File: config.mk
export PLATFORM = sky130hd
export DESIGN_NAME = sampler_voice_allocator_choke_top
export DESIGN_NICKNAME = d
export VERILOG_FILES = /design/src/sv/svac_pkg.sv /design/src/sv/svac_ctrl.sv /design/src/sv/svac_dp.sv /design/src/sv/sampler_voice_allocator_choke_top.sv
export SDC_FILE = /design/constraint.sdc
export NUM_CORES = 2
export LEC_CHECK = 0
export ABC_CLOCK_PERIOD_IN_PS = 14600
export BUFFER_PORTS_ARGS = -buffer_cell sky130_fd_sc_hd__clkbuf_2
export CAP_MARGIN = 20
export CORE_UTILIZATION = 60
export CTS_CLUSTER_DIAMETER = 30
export DETAILED_ROUTE_END_ITERATION = 12
export HOLD_SLACK_MARGIN = 0.1
export PLACE_DENSITY = 0.87
export SYNTH_ARGS = -nofsm -noshare
export SYNTH_HDL_FRONTEND = slang
export SYNTH_SLANG_ARGS = --single-unit
File: constraint.sdc
create_clock -name clk -period 14.6 [get_ports clk]
set_clock_uncertainty 0.15 [all_clocks]
set_input_delay 2.92 -clock clk [delete_from_list [all_inputs] [get_ports clk]]
set_output_delay 2.92 -clock clk [all_outputs]
set_load 0.02 [all_outputs]
File: src/sv/svac_pkg.sv
`timescale 1ns / 1ps

package svac_pkg;

  // Number of voice slots in the table.
  localparam int VOICES = 16;
  localparam int SLOT_W = (VOICES > 1) ? $clog2(VOICES) : 1;
  // Slots that are shown in the 16-bit active mask.
  localparam int MASK_N = (VOICES < 16) ? VOICES : 16;

  // Request codes.
  localparam logic [1:0] REQ_TRIGGER = 2'd0;
  localparam logic [1:0] REQ_STOP    = 2'd1;
  localparam logic [1:0] REQ_TICK    = 2'd2;

  // Result status codes.
  localparam logic [1:0] STS_STARTED  = 2'd0;
  localparam logic [1:0] STS_REJECTED = 2'd1;
  localparam logic [1:0] STS_STOPPED  = 2'd2;
  localparam logic [1:0] STS_TICKED   = 2'd3;

  // Commands from the controller to the datapath.
  typedef struct packed {
    logic              load;
    logic              clamp_st;
    logic              clamp_len;
    logic              choke_chk;
    logic              alloc;
    logic              stop_clear;
    logic              tick_add;
    logic              tick_mul;
    logic              tick_cmp;
    logic              emit;
    logic [1:0]        emit_status;
    logic [SLOT_W-1:0] idx;
  } svac_cmd_t;

  // Status from the datapath to the controller.
  typedef struct packed {
    logic reject;
    logic choke_en;
  } svac_sts_t;

endpackage

File: src/sv/svac_ctrl.sv
`timescale 1ns / 1ps

module svac_ctrl (
  input  logic                  clk,
  input  logic                  rst_n,
  input  logic                  start,
  input  logic [1:0]            in_req_type,
  input  svac_pkg::svac_sts_t   sts,
  output svac_pkg::svac_cmd_t   cmd,
  output logic                  busy
);

  typedef enum logic [3:0] {
    S_IDLE,
    S_CLAMP_ST,
    S_CLAMP_LEN,
    S_CHOKE,
    S_ALLOC,
    S_STOP,
    S_TICK_ADD,
    S_TICK_MUL,
    S_TICK_CMP,
    S_EMIT
  } state_t;

  localparam logic [svac_pkg::SLOT_W-1:0] LAST_IDX =
    svac_pkg::SLOT_W'(svac_pkg::VOICES - 1);

  state_t                      state_r, state_nxt;
  logic [svac_pkg::SLOT_W-1:0] idx_r, idx_nxt;
  logic [1:0]                  status_r, status_nxt;
  logic                        accept;

  assign busy   = (state_r != S_IDLE);
  assign accept = start && !busy;

  always_comb begin
    state_nxt  = state_r;
    idx_nxt    = idx_r;
    status_nxt = status_r;
    case (state_r)
      S_IDLE: begin
        idx_nxt = '0;
        if (accept) begin
          case (in_req_type)
            svac_pkg::REQ_TRIGGER: state_nxt = S_CLAMP_ST;
            svac_pkg::REQ_STOP:    state_nxt = S_STOP;
            svac_pkg::REQ_TICK:    state_nxt = S_TICK_ADD;
            default:               state_nxt = S_IDLE;
          endcase
        end
      end
      S_CLAMP_ST: begin
        if (sts.reject) begin
          status_nxt = svac_pkg::STS_REJECTED;
          state_nxt  = S_EMIT;
        end else begin
          state_nxt = S_CLAMP_LEN;
        end
      end
      S_CLAMP_LEN: state_nxt = sts.choke_en ? S_CHOKE : S_ALLOC;
      S_CHOKE: begin
        idx_nxt = idx_r + 1'b1;
        if (idx_r == LAST_IDX) begin
          state_nxt = S_ALLOC;
        end
      end
      S_ALLOC: begin
        status_nxt = svac_pkg::STS_STARTED;
        state_nxt  = S_EMIT;
      end
      S_STOP: begin
        status_nxt = svac_pkg::STS_STOPPED;
        state_nxt  = S_EMIT;
      end
      S_TICK_ADD: state_nxt = S_TICK_MUL;
      S_TICK_MUL: state_nxt = S_TICK_CMP;
      S_TICK_CMP: begin
        idx_nxt = idx_r + 1'b1;
        if (idx_r == LAST_IDX) begin
          status_nxt = svac_pkg::STS_TICKED;
          state_nxt  = S_EMIT;
        end else begin
          state_nxt = S_TICK_ADD;
        end
      end
      S_EMIT:  state_nxt = S_IDLE;
      default: state_nxt = S_IDLE;
    endcase
  end

  always_ff @(posedge clk) begin
    if (!rst_n) begin
      state_r  <= S_IDLE;
      idx_r    <= '0;
      status_r <= svac_pkg::STS_STARTED;
    end else begin
      state_r  <= state_nxt;
      idx_r    <= idx_nxt;
      status_r <= status_nxt;
    end
  end

  always_comb begin
    cmd             = '0;
    cmd.idx         = idx_r;
    cmd.emit_status = status_r;
    cmd.load        = accept;
    cmd.clamp_st    = (state_r == S_CLAMP_ST);
    cmd.clamp_len   = (state_r == S_CLAMP_LEN);
    cmd.choke_chk   = (state_r == S_CHOKE);
    cmd.alloc       = (state_r == S_ALLOC);
    cmd.stop_clear  = (state_r == S_STOP);
    cmd.tick_add    = (state_r == S_TICK_ADD);
    cmd.tick_mul    = (state_r == S_TICK_MUL);
    cmd.tick_cmp    = (state_r == S_TICK_CMP);
    cmd.emit        = (state_r == S_EMIT);
  end

endmodule

File: src/sv/svac_dp.sv
`timescale 1ns / 1ps

module svac_dp (
  input  logic                clk,
  input  logic                rst_n,
  input  svac_pkg::svac_cmd_t cmd,
  output svac_pkg::svac_sts_t sts,
  input  logic [15:0]         in_buffer_id,
  input  logic [23:0]         in_buffer_frames,
  input  logic signed [24:0]  in_start_frame,
  input  logic signed [24:0]  in_play_length,
  input  logic [15:0]         in_voice_gain_in,
  input  logic signed [15:0]  in_voice_pan_in,
  input  logic signed [7:0]   in_choke_group,
  input  logic [31:0]         in_rate_ratio,
  input  logic [12:0]         in_tick_frames,
  output logic                out_valid,
  output logic [1:0]          out_status,
  output logic [3:0]          out_slot,
  output logic                out_stole_voice,
  output logic [15:0]         out_active_mask,
  output logic [23:0]         out_eff_start,
  output logic [23:0]         out_eff_length,
  output logic signed [15:0]  out_eff_pan
);

  localparam int N = svac_pkg::VOICES;
  localparam int SW = svac_pkg::SLOT_W;

  // Voice table.
  logic [N-1:0] active_r;
  logic [15:0]  vbuf_r   [N];
  logic [23:0]  vstart_r [N];
  logic [23:0]  vlen_r   [N];
  logic [31:0]  vpos_r   [N];
  logic [31:0]  vratio_r [N];
  logic [15:0]  vgain_r  [N];
  logic [15:0]  vpan_r   [N];
  logic [6:0]   vchoke_r [N];

  // Captured request.
  logic [15:0]        buf_r;
  logic [23:0]        frames_r;
  logic signed [24:0] st_in_r;
  logic signed [24:0] len_in_r;
  logic [15:0]        gain_r;
  logic signed [15:0] pan_r;
  logic [6:0]         ch_r;
  logic [31:0]        ratio_r;
  logic [12:0]        tf_r;
  logic               reject_r;
  logic [23:0]        st_r;
  logic [23:0]        len_r;

  // Tick pipeline for one slot.
  logic        tact_r;
  logic [31:0] tpos_r;
  logic [31:0] tratio_r;
  logic [23:0] tlen_r;
  logic [63:0] prod_r;

  // Result of the allocation.
  logic [SW-1:0] res_slot_r;
  logic          res_stole_r;

  logic                out_valid_r;
  logic [1:0]          out_status_r;
  logic [3:0]          out_slot_r;
  logic                out_stole_r;
  logic [15:0]         out_mask_r;
  logic [23:0]         out_start_r;
  logic [23:0]         out_len_r;
  logic signed [15:0]  out_pan_r;

  logic signed [15:0] pan_clamped;
  logic signed [25:0] st_ext, fr_last;
  logic [23:0]        st_clamped;
  logic signed [25:0] len_ext, rem_ext;
  logic [23:0]        len_clamped;
  logic [SW-1:0]      free_idx;
  logic               free_found;
  logic [32:0]        pos_sum;
  logic [31:0]        pos_sat;
  logic [15:0]        mask;

  assign sts.reject   = reject_r;
  assign sts.choke_en = (ch_r != 7'd0);

  always_comb begin
    if (in_voice_pan_in < -16'sd16384) begin
      pan_clamped = -16'sd16384;
    end else if (in_voice_pan_in > 16'sd16384) begin
      pan_clamped = 16'sd16384;
    end else begin
      pan_clamped = in_voice_pan_in;
    end
  end

  always_comb begin
    st_ext  = 26'(st_in_r);
    fr_last = $signed({2'b00, frames_r}) - 26'sd1;
    if (st_ext < 26'sd0) begin
      st_clamped = '0;
    end else if (st_ext > fr_last) begin
      st_clamped = fr_last[23:0];
    end else begin
      st_clamped = st_ext[23:0];
    end
  end

  always_comb begin
    len_ext = 26'(len_in_r);
    rem_ext = $signed({2'b00, frames_r}) - $signed({2'b00, st_r});
    if (len_ext < 26'sd1) begin
      len_ext = 26'sd1;
    end
    if (len_ext > rem_ext) begin
      len_ext = rem_ext;
    end
    len_clamped = len_ext[23:0];
  end

  // First free slot, lowest index wins.
  always_comb begin
    free_idx   = '0;
    free_found = 1'b0;
    for (int i = 0; i < N; i++) begin
      if (!free_found && !active_r[i]) begin
        free_idx   = SW'(i);
        free_found = 1'b1;
      end
    end
  end

  // Saturating position update.
  always_comb begin
    pos_sum = {1'b0, vpos_r[cmd.idx]} + {20'd0, tf_r};
    pos_sat = pos_sum[32] ? 32'hFFFF_FFFF : pos_sum[31:0];
  end

  always_comb begin
    mask = '0;
    for (int i = 0; i < svac_pkg::MASK_N; i++) begin
      mask[i] = active_r[i];
    end
  end

  // Request capture and per-step datapath registers.
  always_ff @(posedge clk) begin
    if (cmd.load) begin
      buf_r    <= in_buffer_id;
      frames_r <= in_buffer_frames;
      st_in_r  <= in_start_frame;
      len_in_r <= in_play_length;
      gain_r   <= in_voice_gain_in;
      pan_r    <= pan_clamped;
      ch_r     <= in_choke_group[7] ? 7'd0 : in_choke_group[6:0];
      ratio_r  <= in_rate_ratio;
      tf_r     <= in_tick_frames;
      reject_r <= (in_buffer_id == 16'd0) || (in_buffer_frames < 24'd2);
    end
    if (cmd.clamp_st) begin
      st_r <= st_clamped;
    end
    if (cmd.clamp_len) begin
      len_r <= len_clamped;
    end
    if (cmd.alloc) begin
      res_slot_r               <= free_found ? free_idx : '0;
      res_stole_r              <= !free_found;
      vbuf_r[free_idx]   <= buf_r;
      vstart_r[free_idx] <= st_r;
      vlen_r[free_idx]   <= len_r;
      vpos_r[free_idx]   <= '0;
      vratio_r[free_idx] <= ratio_r;
      vgain_r[free_idx]  <= gain_r;
      vpan_r[free_idx]   <= pan_r;
      vchoke_r[free_idx] <= ch_r;
    end
    if (cmd.tick_add) begin
      tact_r   <= active_r[cmd.idx];
      tpos_r   <= pos_sat;
      tratio_r <= vratio_r[cmd.idx];
      tlen_r   <= vlen_r[cmd.idx];
      if (active_r[cmd.idx]) begin
        vpos_r[cmd.idx] <= pos_sat;
      end
    end
    if (cmd.tick_mul) begin
      prod_r <= 64'(tpos_r) * 64'(tratio_r);
    end
  end

  // Active flags. When no slot is free, free_idx is zero, which is the
  // slot that gets overwritten.
  always_ff @(posedge clk) begin
    if (!rst_n) begin
      active_r <= '0;
    end else begin
      if (cmd.choke_chk && active_r[cmd.idx] && (vchoke_r[cmd.idx] == ch_r)) begin
        active_r[cmd.idx] <= 1'b0;
      end
      if (cmd.alloc) begin
        active_r[free_idx] <= 1'b1;
      end
      if (cmd.stop_clear) begin
        active_r <= '0;
      end
      if (cmd.tick_cmp && tact_r && (prod_r >= {24'd0, tlen_r, 16'd0})) begin
        active_r[cmd.idx] <= 1'b0;
      end
    end
  end

  // Result registers.
  always_ff @(posedge clk) begin
    if (!rst_n) begin
      out_valid_r <= 1'b0;
    end else begin
      out_valid_r <= cmd.emit;
    end
  end

  always_ff @(posedge clk) begin
    if (cmd.emit) begin
      out_status_r <= cmd.emit_status;
      out_mask_r   <= mask;
      if (cmd.emit_status == svac_pkg::STS_STARTED) begin
        out_slot_r  <= 4'(res_slot_r);
        out_stole_r <= res_stole_r;
        out_start_r <= st_r;
        out_len_r   <= len_r;
        out_pan_r   <= pan_r;
      end else begin
        out_slot_r  <= '0;
        out_stole_r <= 1'b0;
        out_start_r <= '0;
        out_len_r   <= '0;
        out_pan_r   <= '0;
      end
    end
  end

  assign out_valid       = out_valid_r;
  assign out_status      = out_status_r;
  assign out_slot        = out_slot_r;
  assign out_stole_voice = out_stole_r;
  assign out_active_mask = out_mask_r;
  assign out_eff_start   = out_start_r;
  assign out_eff_length  = out_len_r;
  assign out_eff_pan     = out_pan_r;

endmodule

File: src/sv/sampler_voice_allocator_choke_top.sv
`timescale 1ns / 1ps

// Sample-playback voice allocator with choke groups.
// An item is accepted at a rising clock edge where start is high and busy is
// low; its fields arrive on the in_ ports in that same cycle. The request
// type selects a trigger, a stop of all voices or a time tick. A request
// type of 3 is accepted and ignored: it produces no result and busy stays low.
// Every other item produces exactly one result item, shown on the out_ ports
// for a single cycle with out_valid high. The receiver cannot stall the
// block, so results are never held or repeated.
// Steps: a stop clears all voices; a trigger clamps the start and then the
// length, then checks one slot per cycle against the new choke group when
// it has one, and allocates a slot; a rejected trigger skips from the start
// clamp to its result; a tick takes every slot in turn through a saturating
// add, a 32x32 multiply and a compare, with one shared multiplier.
// One item is worked on at a time; busy drops in the cycle that shows the
// result, so the next item can be taken there.
// A synchronous reset (rst_n low) marks all voices inactive and clears the
// controller; other table fields have no reset and serve only active slots.
module sampler_voice_allocator_choke_top (
  input  logic               clk,
  input  logic               rst_n,
  input  logic               start,
  output logic               busy,
  input  logic [1:0]         in_req_type,
  input  logic [15:0]        in_buffer_id,
  input  logic [23:0]        in_buffer_frames,
  input  logic signed [24:0] in_start_frame,
  input  logic signed [24:0] in_play_length,
  input  logic [15:0]        in_voice_gain_in,
  input  logic signed [15:0] in_voice_pan_in,
  input  logic signed [7:0]  in_choke_group,
  input  logic [31:0]        in_rate_ratio,
  input  logic [12:0]        in_tick_frames,
  output logic               out_valid,
  output logic [1:0]         out_status,
  output logic [3:0]         out_slot,
  output logic               out_stole_voice,
  output logic [15:0]        out_active_mask,
  output logic [23:0]        out_eff_start,
  output logic [23:0]        out_eff_length,
  output logic signed [15:0] out_eff_pan
);

  svac_pkg::svac_cmd_t cmd;
  svac_pkg::svac_sts_t sts;

  // The controller sequences each item and sweeps the slot index.
  svac_ctrl u_ctrl (
    .clk         (clk),
    .rst_n       (rst_n),
    .start       (start),
    .in_req_type (in_req_type),
    .sts         (sts),
    .cmd         (cmd),
    .busy        (busy)
  );

  // The datapath holds the voice table, the clamping logic, the tick
  // multiplier and the result registers.
  svac_dp u_dp (
    .clk              (clk),
    .rst_n            (rst_n),
    .cmd              (cmd),
    .sts              (sts),
    .in_buffer_id     (in_buffer_id),
    .in_buffer_frames (in_buffer_frames),
    .in_start_frame   (in_start_frame),
    .in_play_length   (in_play_length),
    .in_voice_gain_in (in_voice_gain_in),
    .in_voice_pan_in  (in_voice_pan_in),
    .in_choke_group   (in_choke_group),
    .in_rate_ratio    (in_rate_ratio),
    .in_tick_frames   (in_tick_frames),
    .out_valid        (out_valid),
    .out_status       (out_status),
    .out_slot         (out_slot),
    .out_stole_voice  (out_stole_voice),
    .out_active_mask  (out_active_mask),
    .out_eff_start    (out_eff_start),
    .out_eff_length   (out_eff_length),
    .out_eff_pan      (out_eff_pan)
  );

endmodule
Yosys cells after proc, flatten, opt, wreduce, memory -nomap -nowiden --
Memory sizes are Yosys's and may differ from the RTL's. A register that Yosys moved wholly into a read port is not among the register bits. Index checks and enable logic that the tools add are counted.
Cells by class: reduce and logical (&&, ||, !) cells 68, bitwise logic cells 4, $add $sub $neg 4, mux-type cells 71, equal/unequal tests 17, multipliers 1, order comparisons 12
Operators by type and width (number):
- two-way mux 16 bit | 7
- two-way mux 4 bit | 17
- >= comparator 64 x 40 -> 1 bit | 1
- multiplier 32 x 32 -> 64 bit | 1
- two-way mux 32 bit | 2
- two-way mux 24 bit | 2
- adder 32 x 13 -> 33 bit | 1
- AND 16 bit | 2
- case mux 4 bit (8 select lines) | 1
- OR reduction 32 bit | 1
- zero test 1 bit | 31
- > comparator 26 x 25 -> 1 bit | 1
- two-way mux 1 bit | 26
- two-way mux 26 bit | 1
- > comparator 25 bit | 1
- < comparator 25 x 1 -> 1 bit (second input constant) | 1
- < comparator 25 x 2 -> 1 bit (second input constant) | 1
- subtractor 24 x 1 -> 25 bit (second input constant) | 1
- subtractor 24 x 24 -> 25 bit | 1
- < comparator 24 x 2 -> 1 bit (second input constant) | 1
- logical AND 1 bit | 22
- equality test 4 x 3 -> 1 bit (second input constant) | 4
- > comparator 16 bit (second input constant) | 1
- zero test 16 bit | 1
- 30 further kinds | 49
Word-level totals: flip-flop bits (word level) 407, output and inout port bits 89, bits in writable memories 1520, word-level logic and storage cells 209, memories kept 4, input port bits 180
Memories:
- u_dp.vpos_r | depth 16, width 32, read ports 1, clocked after Yosys merged registers in 1, wr ports 1, RTL line svac_dp.sv:35 | logic [31:0] vpos_r [N];
- u_dp.vratio_r | depth 16, width 32, read ports 1, clocked after Yosys merged registers in 1, wr ports 1, RTL line svac_dp.sv:36 | logic [31:0] vratio_r [N];
- u_dp.vlen_r | depth 16, width 24, read ports 1, clocked after Yosys merged registers in 1, wr ports 1, RTL line svac_dp.sv:34 | logic [23:0] vlen_r [N];
- u_dp.vchoke_r | depth 16, width 7, read ports 1, clocked after Yosys merged registers in 1, wr ports 1, RTL line svac_dp.sv:39 | logic [6:0] vchoke_r [N];

Longest topological paths before layout --
depth in word-level cells 55, depth in mapped cells 27, mapped depth without buffers 26

Cells and area by module --
Synthesis repeated with hierarchy kept, for this count alone.
Unflattened totals: cells, all modules 8008, area total of the unflattened synthesis 113577.7 µm²
Modules (own cells, without submodules):
- svac_dp | area each 112754.4 µm², cells each 7905, sequential area each 59076.7 µm², times used 1
- svac_ctrl | area each 823.3 µm², cells each 103, sequential area each 200.2 µm², times used 1

Worst setup path after synthesis --
Ideal clock, no wire load.
path kind register -> register, start register u_ctrl.state_r[2], end memory u_dp.vpos_r[7][0] (enable), library setup time 0.421 ns, path buffers 1, clock period less this slack 10.514 ns, arrival time 9.942 ns, setup slack 4.086 ns, required time 14.029 ns, cell stages (with the launch flop) 9, cells stage by stage dfxtp_1 > clkbuf_1 > nand2_1 > nor3_1 > nand2_1 > inv_2 > o21ai_1 > or2_1 > nor2_1
Between the ends: longest elaborated chain between the ends 5, elaborated cells between the ends (all ways) 9, those cells by class eq/ne: 2; mux: 6; reduce/logical: 1
RTL lines:
- from (decl) | RTL line svac_ctrl.sv:29 | state_t state_r, state_nxt;
- from (signal assigned) | RTL line svac_ctrl.sv:98 | state_r <= state_nxt;
- equality test 4 x 3 -> 1 bit | RTL line svac_ctrl.sv:114 | cmd.tick_add = (state_r == S_TICK_ADD);
- two-way mux 1 bit | RTL line svac_dp.sv:180 | if (cmd.tick_add) begin
- two-way mux 1 bit (implied by the code) | RTL line svac_dp.sv:186 | vpos_r[cmd.idx] <= pos_sat;
- OR reduction 32 bit (no line)
- two-way mux 4 bit (no line) or two-way mux 1 bit (tied branches)
- to (decl) | RTL line svac_dp.sv:35
Several ways; a longest one is shown, not always the timed one.

Final worst setup path --
start register u_dp.tpos_r[4], end register u_dp.prod_r[62], data pin
Between the ends: longest elaborated chain between the ends 1
RTL lines:
- from (decl) | RTL line svac_dp.sv:57 | logic [31:0] tpos_r;
- from (signal assigned) | RTL line svac_dp.sv:182 | tpos_r <= pos_sat;
- multiplier 32 x 32 -> 64 bit | RTL line svac_dp.sv:190 | prod_r <= 64'(tpos_r) * 64'(tratio_r);
- to (signal assigned) | RTL line svac_dp.sv:190
- to (decl) | RTL line svac_dp.sv:60 | logic [63:0] prod_r;
No other way between the ends. A chain may end at the register's enable or synchronous reset.

==> impl_metrics.ini <==
[global_routing]
grt_start_max_net_pins = 137
grt-ovfl-total = 0
grt_util_all_layers_pct = 36.19
antenna_found_initial = 32
grt_pass1_wl_mm = 494.7
grt_pass1_vias = 75434

[finish]
register_area_mm2 = 0.05938
drive_gt1_share_pct = 17.35
fin_cells = 10492
multi_input_area_mm2 = 0.04769
syn_to_final_growth_pct = 11.55
fill_cells = 10938
fin_nets = 9254

[sta]
post-route-min-period_ps = 9243
rsz0062_at_grt = false
tightest_slew_ps = 1149
drv_slew = 0
hold_viol = 0
setup_viol = 0
fin_crit_sh_pct = 63.31
final.setup.tns_ps = 0
clock.fmax_ghz = 0.1082
relSlewSlack_pct = 23.39

[die]
rows = 158
die_h_um = 433.8
coreArea_mm2 = 0.1852
num_io_pins = 269
dieWidth_um = 433.8
die-area_mm2 = 0.1881
initial_utilization_pct = 60.38

[critical_path]
startpoint_type = flip-flop
worstPathArrival_ps = 9680
ff2ff_setup_slack_ps = 5360
crit-reg2reg-launch = u_dp.tpos_r[4]
crit_path_max_fanout = 33
crit_path_end_kind = flip-flop
rr_endpoint = u_dp.prod_r[62]
ff2ff_path_depth = 23
path_class = reg2reg
cp_data_required_time_ps = 15040

[synth]
synthArstFlopShare_pct = 0
synth_nets = 8980
synth.yosys.warnings = 0
ys_seq_area_share_pct = 53.07
syn-cell-area_mm2 = 0.1118
avgSynthCellArea_um2 = 14.88
yosys.area.top_type = edfxtp_1
synth.area.top_cells = edfxtp_1 (53%), fa_1 (16%), mux4_2 (9.5%)
ys.flop_type = edfxtp_1
synth_top_cell_area_share_pct = 52.52
synth_cells = 7518
yosys.cell_count.top_type = edfxtp_1
yosys-top-cells-count = edfxtp_1 (1956), inv_1 (944), fa_1 (898), and2_1 (680), nand2_1 (615)
yosysUniqueCellTypes = 70
ys_seq_elements = 1987
synth_edf_count = 1956

[outcome]
status = completed

[clock_network]
clk_path_buf_depth = 3
clk_latency_ps = 890
post_cts_buffers = 0
cts_sinks = 1987
hold_buffers = 0
h-tree-depth = 4
cts_root_buffer = clkbuf_16
cts_tree = done
clkTransAtPathRegs_ps = 80
cts_made_buffers = 235
cts_resized = 0

[job]
drv_cap = 0

[routing]
num_vias = 72050
ant_nets = 0
dr.pass1.iters = 9
drt_wl_total_mm = 336.3
dr.first_iter.drc_count = 11909
vias_per_cell = 6.867
drc = 0
wire_per_inst_um = 32.05

[place]
dp_hpwl_mm = 188.7
dp_cells = 10012
gp_congestion = 0.9879
io_buffers = 252

[worst_hold_path]
hold_depth = 1
hold_end = u_dp.out_eff_pan[3]
hold_path_class = reg2reg
worstHoldStart = u_dp.pan_r[3]
[registers in the layout, indices dropped and copies added, names as in the netlist, 32 cells and up, named ones only]
signal / count
u_dp.prod_r: 64
u_dp.ratio_r: 32
u_dp.tpos_r: 32
u_dp.tratio_r: 32
u_dp.vchoke_r: 112
u_dp.vlen_r: 384
u_dp.vpos_r: 512
u_dp.vratio_r: 512
[cells in the final DEF, fill, tap and decap left out, drive strengths merged, types with 8 or more instances in the layout]
master	n
nor2b	77
inv	1002
and2	680
nand4	36
nand3	51
fa	898
o21ai	108
clkinv	84
xnor2	80
nand2	615
buf	159
nor3	64
a21o	76
and3	20
dfxtp	31
diode	10
a21oi	147
o211ai	8
mux4	474
mux2i	15
a21boi	8
or2	13
ha	384
nand2b	23
nor4	40
clkinvlp	29
xor2	50
edfxtp	1956
nor2	135
a211oi	31
o21bai	13
clkbuf	513
bufinv	19
a31oi	16
or3	10
mux2	31
o21a	23
[critical path, cell delays in order, from the launching register on]
cell,delay [ps]
edfxtp_1,470
buf_4,590
nand2_1,220
fa_1,500
fa_1,430
fa_1,530
inv_1,70
fa_1,480
ha_1,320
ha_1,290
inv_1,70
fa_1,480
inv_1,70
fa_1,450
ha_1,370
nand2_1,120
o21ai_0,420
nand2_1,270
o41ai_1,650
a311oi_1,410
o31ai_1,620
a221oi_1,310
o41ai_1,520
xor2_1,140
[final cells by class]
cell class,count,share of cell area (%)
multi-input cells,4209,38.22
diodes,10,0.02006
flip-flops and latches,1987,47.59
clock buffers,261,4.876
inverters,948,2.854
repair buffers,411,2.177
clock inverters,186,1.772
well taps,2480,2.487
[cells by family (layout without fill, tap and decap cells)]
| group | count (synthesis) | in the layout | share of synthesized area (%) |
|---|---|---|---|
| flip-flops | 1987 | 1987 | 53.07 |
| other | 0 | 10 | 0 |
| XOR/XNOR | 130 | 130 | 1.018 |
| AO/OA/AOI/OAI | 490 | 490 | 2.768 |
| adder cells (fa/ha/maj) | 1282 | 1282 | 20.37 |
| AND/OR/NAND/NOR | 1787 | 1787 | 8.239 |
| multiplexers | 520 | 520 | 9.991 |
| buffers and inverters | 1322 | 1806 | 4.545 |
[worst max path at each step]
stage                                 start                 to  slack [ps]
after global routing         u_dp.tpos_r[4]    u_dp.prod_r[62]        5300
after detailed placement   u_dp.tratio_r[6]    u_dp.prod_r[62]        5580
after CTS                  u_dp.tratio_r[6]    u_dp.prod_r[62]        5430
after floorplan           u_ctrl.state_r[2]  u_dp.vpos_r[7][0]        4090
after global placement     u_dp.tratio_r[6]    u_dp.prod_r[62]        5820
final                        u_dp.tpos_r[4]    u_dp.prod_r[62]        5360
[metal layers]
metal	vias to the layer above	wire (um)	global-route usage, %
li1	26940	-	-
met1	35724	105100	44.00
met2	7431	158100	57.03
met3	1919	46510	10.52
met4	36	26240	23.03
met5	-	314	0.02602
[metrics by stage]
stage | setup WS (ps) | utilization, % | area, um2 | hold slack, ps
after floorplan | 4086 | - | 111800 | 256.4
after global placement | 5825 | 62.64 | 116000 | 350.2
after detailed placement | 5581 | 62.66 | 116100 | 355.0
after CTS | 5431 | 67.14 | 124400 | 365.6
after global routing | 5298 | 67.35 | 124700 | 392.4
final | 5357 | 67.36 | 124800 | 364.0
Power is not shown: default switching activity piles up to over one toggle a cycle in this logic, so the estimate is an artifact.
